[config.mk]
export PLATFORM = sky130hd
export DESIGN_NAME = twc_ctrl
export DESIGN_NICKNAME = d
export VERILOG_FILES = /design/src/hdl/twc_pkg.sv /design/src/hdl/twc_ctrl.sv
export SDC_FILE = /design/constraint.sdc
export NUM_CORES = 1
export LEC_CHECK = 0
export BUFFER_PORTS_ARGS = -buffer_cell sky130_fd_sc_hd__buf_4
export CORE_MARGIN = 2
export CORE_UTILIZATION = 25
export DETAILED_ROUTE_END_ITERATION = 7
export SLEW_MARGIN = 30
export SYNTH_ARGS = -nofsm -noshare
export SYNTH_HDL_FRONTEND = slang
export SYNTH_SLANG_ARGS = --single-unit
[constraint.sdc]
create_clock -name i_clk -period 2.25 [get_ports i_clk]
set_input_delay 0.225 -clock i_clk [delete_from_list [all_inputs] [get_ports i_clk]]
set_output_delay 0.225 -clock i_clk [all_outputs]
set_load 0.03 [all_outputs]
[src/hdl/twc_pkg.sv]
`timescale 1ns / 1ps

package twc_pkg;

    localparam int CHAR_W    = 8;
    localparam int COL_W     = 7;
    localparam int ROW_W     = 5;
    localparam int OP_W      = 2;
    localparam int OFS_W     = 12;
    localparam int CFG_W     = 7;
    localparam int CFG_IDX_W = 2;

    localparam logic [COL_W-1:0] WIN_WIDTH_RESET  = 7'd80;
    localparam logic [ROW_W-1:0] WIN_HEIGHT_RESET = 5'd25;

    localparam logic [CHAR_W-1:0] CH_BACKSPACE = 8'd8;
    localparam logic [CHAR_W-1:0] CH_LINEFEED  = 8'd10;
    localparam logic [CHAR_W-1:0] CH_RETURN    = 8'd13;
    localparam logic [CHAR_W-1:0] CH_BLANK     = 8'h20;

    typedef enum logic [OP_W-1:0] {
        OP_PRINT = 2'd0,
        OP_READ  = 2'd1,
        OP_CLEAR = 2'd2,
        OP_MOVE  = 2'd3
    } t_opcode;

    typedef enum logic [CFG_IDX_W-1:0] {
        CFG_ORIGIN_COL = 2'd0,
        CFG_ORIGIN_ROW = 2'd1,
        CFG_WIN_WIDTH  = 2'd2,
        CFG_WIN_HEIGHT = 2'd3
    } t_cfg_index;

    typedef enum logic [2:0] {
        ST_INIT,
        ST_IDLE,
        ST_READ,
        ST_SCROLL_RD,
        ST_SCROLL_WR,
        ST_FILL
    } t_state;

    typedef enum logic [2:0] {
        DP_NONE,
        DP_INIT,
        DP_ACCEPT,
        DP_READ_DONE,
        DP_SCROLL_RD,
        DP_SCROLL_WR,
        DP_FILL
    } t_dp_op;

    typedef enum logic [1:0] {
        JOB_DONE,
        JOB_READ,
        JOB_SCROLL,
        JOB_CLEAR
    } t_job;

    typedef struct packed {
        logic init_last;
        logic col_last;
        logic row_last;
        logic row_next_last;
        logic single_row;
        t_job job;
    } t_dp_status;

endpackage

[src/hdl/twc_ctrl.sv]
`timescale 1ns / 1ps

module twc_ctrl (
    input  logic                i_clk,
    input  logic                i_rst_n,
    input  logic                i_in_valid,
    input  logic                i_out_stall,
    input  twc_pkg::t_dp_status i_status,
    output twc_pkg::t_dp_op     o_cmd,
    output logic                o_in_stall,
    output logic                o_out_valid
);
    import twc_pkg::*;

    t_state r_state;
    t_state n_state;
    logic   r_out_valid;
    logic   can_take;
    logic   accept;
    logic   done;
    logic   walk_end;

    assign can_take = (r_state == ST_IDLE) && (!r_out_valid || !i_out_stall);
    assign accept   = i_in_valid && can_take;
    assign walk_end = i_status.col_last && i_status.row_last;

    always_comb begin
        n_state = r_state;
        case (r_state)
            ST_INIT: begin
                if (i_status.init_last) begin
                    n_state = ST_IDLE;
                end
            end
            ST_IDLE: begin
                if (accept) begin
                    case (i_status.job)
                        JOB_DONE:   n_state = ST_IDLE;
                        JOB_READ:   n_state = ST_READ;
                        JOB_SCROLL: n_state = i_status.single_row ? ST_FILL : ST_SCROLL_RD;
                        JOB_CLEAR:  n_state = ST_FILL;
                        default:    n_state = ST_IDLE;
                    endcase
                end
            end
            ST_READ:      n_state = ST_IDLE;
            ST_SCROLL_RD: n_state = ST_SCROLL_WR;
            ST_SCROLL_WR: begin
                if (i_status.col_last && i_status.row_next_last) begin
                    n_state = ST_FILL;
                end else begin
                    n_state = ST_SCROLL_RD;
                end
            end
            ST_FILL: begin
                if (walk_end) begin
                    n_state = ST_IDLE;
                end
            end
            default: n_state = ST_INIT;
        endcase
    end

    always_comb begin
        o_cmd = DP_NONE;
        done  = 1'b0;
        case (r_state)
            ST_INIT: o_cmd = DP_INIT;
            ST_IDLE: begin
                if (accept) begin
                    o_cmd = DP_ACCEPT;
                    done  = (i_status.job == JOB_DONE);
                end
            end
            ST_READ: begin
                o_cmd = DP_READ_DONE;
                done  = 1'b1;
            end
            ST_SCROLL_RD: o_cmd = DP_SCROLL_RD;
            ST_SCROLL_WR: o_cmd = DP_SCROLL_WR;
            ST_FILL: begin
                o_cmd = DP_FILL;
                done  = walk_end;
            end
            default: o_cmd = DP_NONE;
        endcase
    end

    always_ff @(posedge i_clk) begin
        if (!i_rst_n) begin
            r_state     <= ST_INIT;
            r_out_valid <= 1'b0;
        end else begin
            r_state <= n_state;
            if (done) begin
                r_out_valid <= 1'b1;
            end else if (!i_out_stall) begin
                r_out_valid <= 1'b0;
            end
        end
    end

    assign o_in_stall  = !can_take;
    assign o_out_valid = r_out_valid;

endmodule

## Word-level counts from Yosys, hierarchy flattened

Cells that the tools add are included.

| storage, ports and cells | value |
|---|---|
| input bits | 11 |
| output and inout port bits | 5 |
| logic and storage cells | 38 |
| bits in registers | 4 |

| cells by class | value |
|---|---|
| mux-type cells | 13 |
| reductions and logical operators | 11 |
| equal/unequal tests | 12 |

Operators with widths:

| kind | count |
|---|---|
| case mux 3 bit (6 select lines) | 2 |
| two-way mux 3 bit | 5 |
| case mux 3 bit (4 select lines) | 1 |
| equality test 3 x 2 -> 1 bit, second input constant | 2 |
| equality test 3 bit, second input constant | 2 |
| inequality test 2 bit, second input constant | 3 |
| equality test 2 bit, second input constant | 2 |
| logical AND 1 bit | 4 |
| equality test 3 x 1 -> 1 bit, second input constant | 1 |
| logical NOT 1 bit | 3 |
| logical NOT 3 bit | 1 |
| two-way mux 1 bit | 3 |
| case mux 1 bit (3 select lines) | 1 |
| AND reduction 3 bit | 1 |
| equality test 2 x 1 -> 1 bit, second input constant | 1 |
| logical NOT 2 bit | 1 |
| two-way mux 2 bit | 1 |
| inequality test 2 x 1 -> 1 bit, second input constant | 1 |
| logical OR 1 bit | 1 |

## Depth between registers and ports, before layout

| logic depth | value |
|---|---|
| word-level depth | 7 |
| gate-level depth with buffers | 4 |
| mapped depth without buffers | 3 |

## Least setup slack after synthesis

OpenSTA, ideal clock, no wires.

| timing | value |
|---|---|
| path kind | register to register |
| start point | register r_out_valid, in the netlist o_out_valid |
| end point | register r_state[1] |
| data required time | 2109 ps |
| setup time | 141 ps |
| period minus slack after synthesis | 1336 ps |
| setup slack | 914 ps |
| data arrival time | 1195 ps |
| stages on the path, launching flop included | 4 |
| cells stage by stage | dfxtp_1 > a21boi_1 > a2111oi_2 > a2111oi_2 |

| between the ends | value |
|---|---|
| longest elaborated chain between the ends | 6 |

Ends and longest elaborated chain:

| element | line | RTL |
|---|---|---|
| start, declared | twc_ctrl.sv:17 | `logic r_out_valid;` |
| start signal, assigned | twc_ctrl.sv:92 | `r_out_valid <= 1'b0;` |
| start signal, assigned | twc_ctrl.sv:96 | `r_out_valid <= 1'b1;` |
| start signal, assigned | twc_ctrl.sv:98 | `r_out_valid <= 1'b0;` |
| logical NOT 1 bit | twc_ctrl.sv:23 | `assign can_take = (r_state == ST_IDLE) && (!r_out_valid \|\| !i_out_stall);` |
| logical OR 1 bit | twc_ctrl.sv:23 |  |
| logical AND 1 bit | twc_ctrl.sv:23 |  |
| logical AND 1 bit | twc_ctrl.sv:24 | `assign accept = i_in_valid && can_take;` |
| inequality test 2 bit (no source line) | - |  |
| AND reduction 3 bit (no source line) | - |  |
| end signal, assigned | twc_ctrl.sv:94 | `r_state <= n_state;` |
| end, declared | twc_ctrl.sv:15 | `t_state r_state;` |

No other way between the ends.
A chain may end at the register's enable or synchronous reset.

## Worst setup path after layout

| timing | value |
|---|---|
| start point | register r_state[1] |
| end point | output port o_cmd[2] |

| between the ends | value |
|---|---|
| longest elaborated chain between the ends | 2 |
| elaborated cells on any way between the ends | 7 |
| those cells by class | eq/ne (5); mux (1); reduce/logical (1) |

Ends and longest elaborated chain:

| element | line | RTL |
|---|---|---|
| equality test 3 bit, or another cell as far along | twc_ctrl.sv:67 | `case (r_state)` |
| case mux 3 bit (6 select lines) * | twc_ctrl.sv:67 |  |
| end, declared | twc_ctrl.sv:9 | `output twc_pkg::t_dp_op o_cmd,` |

Mark *: on every way between the ends. The rest lies on a longest branch, timed or not.

==> flow_metrics.py <==
metrics = {
    "run_status": {
        "status": "finished clean",
    },
    "cells_and_area": {
        "n_fill_cell": 151,
        "antennaDiodeCount": 0,
        "multi_input_area_um2": 258,
        "stdcell_count": 76,
        "mostFrequentLayoutCells": "buf_4 (15), nand2_1 (6), o21ai_0 (4), inv_1 (4), dfxtp_1 (4)",
        "fin_nets": 74,
        "register_area_um2": 80.1,
        "mostFrequentLayoutCell": "buf_4",
        "drive_above_1_share_pct": 42.6,
        "synthToLayoutAreaGrowth_pct": 35.0,
    },
    "clock_network": {
        "clk_pin_slew_ns": 0.04,
        "clockBufferDepth": 2,
        "cts-root-buf": "clkbuf_4",
        "hold_buffers": 0,
        "insertion_delay_ns": 0.24,
        "numCtsBuffers": 3,
        "cts_sinks": 4,
        "cts_tree": "built",
        "post-cts-setup-buffers": 0,
        "htree_levels": 1,
        "cts_resized": 0,
    },
    "timing": {
        "slew_headroom_pct": 73.5,
        "maxSlewViolCount": 0,
        "final_hold_viol_count": 0,
        "fin_crit_sh_pct": 70.8,
        "fin_skew_ns": 0.000913,
        "min_period_ns": 1.59,
        "tightest_slew_ns": 0.397,
        "setup_violations": 0,
        "rsz0062_at_grt": "false",
        "fmax_mhz": 628,
        "fin_setup_tns_ns": 0,
    },
    "setup_path": {
        "critPathLaunchType": "register",
        "crit_required_ns": 2.03,
        "crit_chain": "and2b_4 > a21o_2 > buf_4",
        "cpPeakStageDelay_ns": 0.52,
        "path_max_fanout": 10,
        "worst-setup-path-type": "register to primary output",
        "crit_slowest_cell": "dfxtp_1",
        "arrival_ns": 1.37,
        "cp-end-kind": "primary output",
    },
    "drt": {
        "firstDrtPassIters": 3,
        "vias_per_cell": 4.91,
        "wl_per_cell_um": 11.2,
        "ant_nets": 0,
        "initialDrtViolationCount": 8,
        "drt-total-wl_um": 850,
        "drc": 0,
        "vias": 373,
    },
    "placed_design": {
        "port_buffers": 15,
        "place.gp.congestion": 0.744,
        "dpl.hpwl_um": 700,
        "dp.cells": 73,
    },
    "grt": {
        "grt.total_usage_pct": 10.3,
        "antenna_found_initial": 0,
        "grt_overflow": 0,
        "grt_max_degree": 12,
        "first_global_vias": 326,
        "grt_first_pass_wirelength_um": 1410,
    },
    "min_path": {
        "worstHoldPathType": "primary input to register",
    },
    "synthesis": {
        "yosysUniqueCellTypes": 24,
        "synth_fp_nets": 56,
        "yosysSeqAreaShare_pct": 21.3,
        "syn_area_um2": 375,
        "yosysWarnings": 0,
        "synth_seq_cells": 4,
        "synth_cells": 45,
        "synth_area_per_cell_um2": 8.34,
    },
    "power": {
        "power_density_nw_per_um2": 498,
        "p_leak_nw": 0.236,
        "vdd_ir_drop_max_uv": 120,
    },
    "floorplanning": {
        "die_h_um": 42.8,
        "num_io_pins": 16,
        "fp.dieW_um": 42.8,
        "core_area_um2": 1350,
        "start_util_pct": 27.8,
        "dieArea_um2": 1830,
        "rows": 13,
    },
    "job": {
        "cap_violations": 0,
    },
}
state kept, by name (all words and copies together) (netlist names):
signal / cells
r_state: 3
o_out_valid: 1
final timing paths:
check	from	endpoint	slack [ns]	cells after the start
setup / recovery	r_state[1]	o_cmd[2]	0.66	3
hold / removal	i_rst_n	r_state[0]	0.22	2
setup reg to reg	r_state[0]	r_state[1]	0.88	3
hold reg to reg	o_out_valid	o_out_valid	0.54	2
synth_stat cells:
cell type | count | share of area (%)
nand2_1 | 6 | 6.0
o21ai_0 | 4 | 5.3
nand4_1 | 2 | 3.3
and3b_1 | 1 | 2.3
a21boi_1 | 1 | 2.0
a211oi_1 | 1 | 2.0
a21oi_1 | 1 | 1.3
o21a_1 | 1 | 2.0
dfxtp_1 | 4 | 21
a41oi_1 | 2 | 4.7
inv_1 | 4 | 4.0
nor2_1 | 2 | 2.0
nor3b_2 | 1 | 3.3
o211a_1 | 1 | 2.7
nand3b_4 | 1 | 5.3
nor2b_1 | 3 | 5.0
a21o_2 | 1 | 2.3
and2b_4 | 1 | 2.7
a2111oi_2 | 2 | 8.0
nor3b_1 | 1 | 2.0
and2b_2 | 1 | 2.3
a21boi_0 | 1 | 2.0
buf_6 | 2 | 6.0
and2_2 | 1 | 2.0
where the power goes:
group | internal [W] | switching [W]
Clock | 0.0000598 | 0.0000316
Sequential | 0.0000748 | 0.00000766
Combinational | 0.0000394 | 0.0000393
per-stage QoR:
step	instance area [µm²]	power, W	util, %	hold slack (ns)	setup slack [ns]
after CTS	507	0.000257	37.5	0.217	0.644
after global routing	507	0.000271	37.5	0.227	0.586
final	507	0.000253	37.5	0.222	0.658
after global placement	484	0.000162	35.9	0.475	0.914
after detailed placement	484	0.000163	35.9	0.465	0.872
after floorplan	375	0.000134	-	0.358	0.914
cell families (layout without fill, tap and decap cells):
| family | Yosys count | in the layout | synth area share [%] |
|---|---|---|---|
| buffers and inverters | 6 | 22 | 10.0 |
| AOI/OAI and AO/OA | 15 | 15 | 32.3 |
| DFF | 4 | 4 | 21.3 |
| and+or+nand+nor | 20 | 20 | 36.3 |
worst max-delay path: cells and delay by family (launching register included):
kind	cells	cell delay [ns]
buffers and inverters	1	0.16
and+or+nand+nor	1	0.27
AOI/OAI and AO/OA	1	0.18
DFF	1	0.52
layer usage:
layer | global-route usage (%) | part of all wire (%)
met4 | 7.50 | 2.7
met3 | 2.55 | 5.6
met2 | 13.6 | 44
met5 | 0 | 0
met1 | 14.2 | 47
final cells by class:
class / count / share of cell area [%]
repair buffers: 15 / 22.2
inverters: 4 / 2.96
well taps: 15 / 3.70
multi-input cells: 35 / 50.9
flip-flops and latches: 4 / 15.8
clock buffers: 3 / 4.44
No activity file was read; power rests on OpenSTA's default activity.
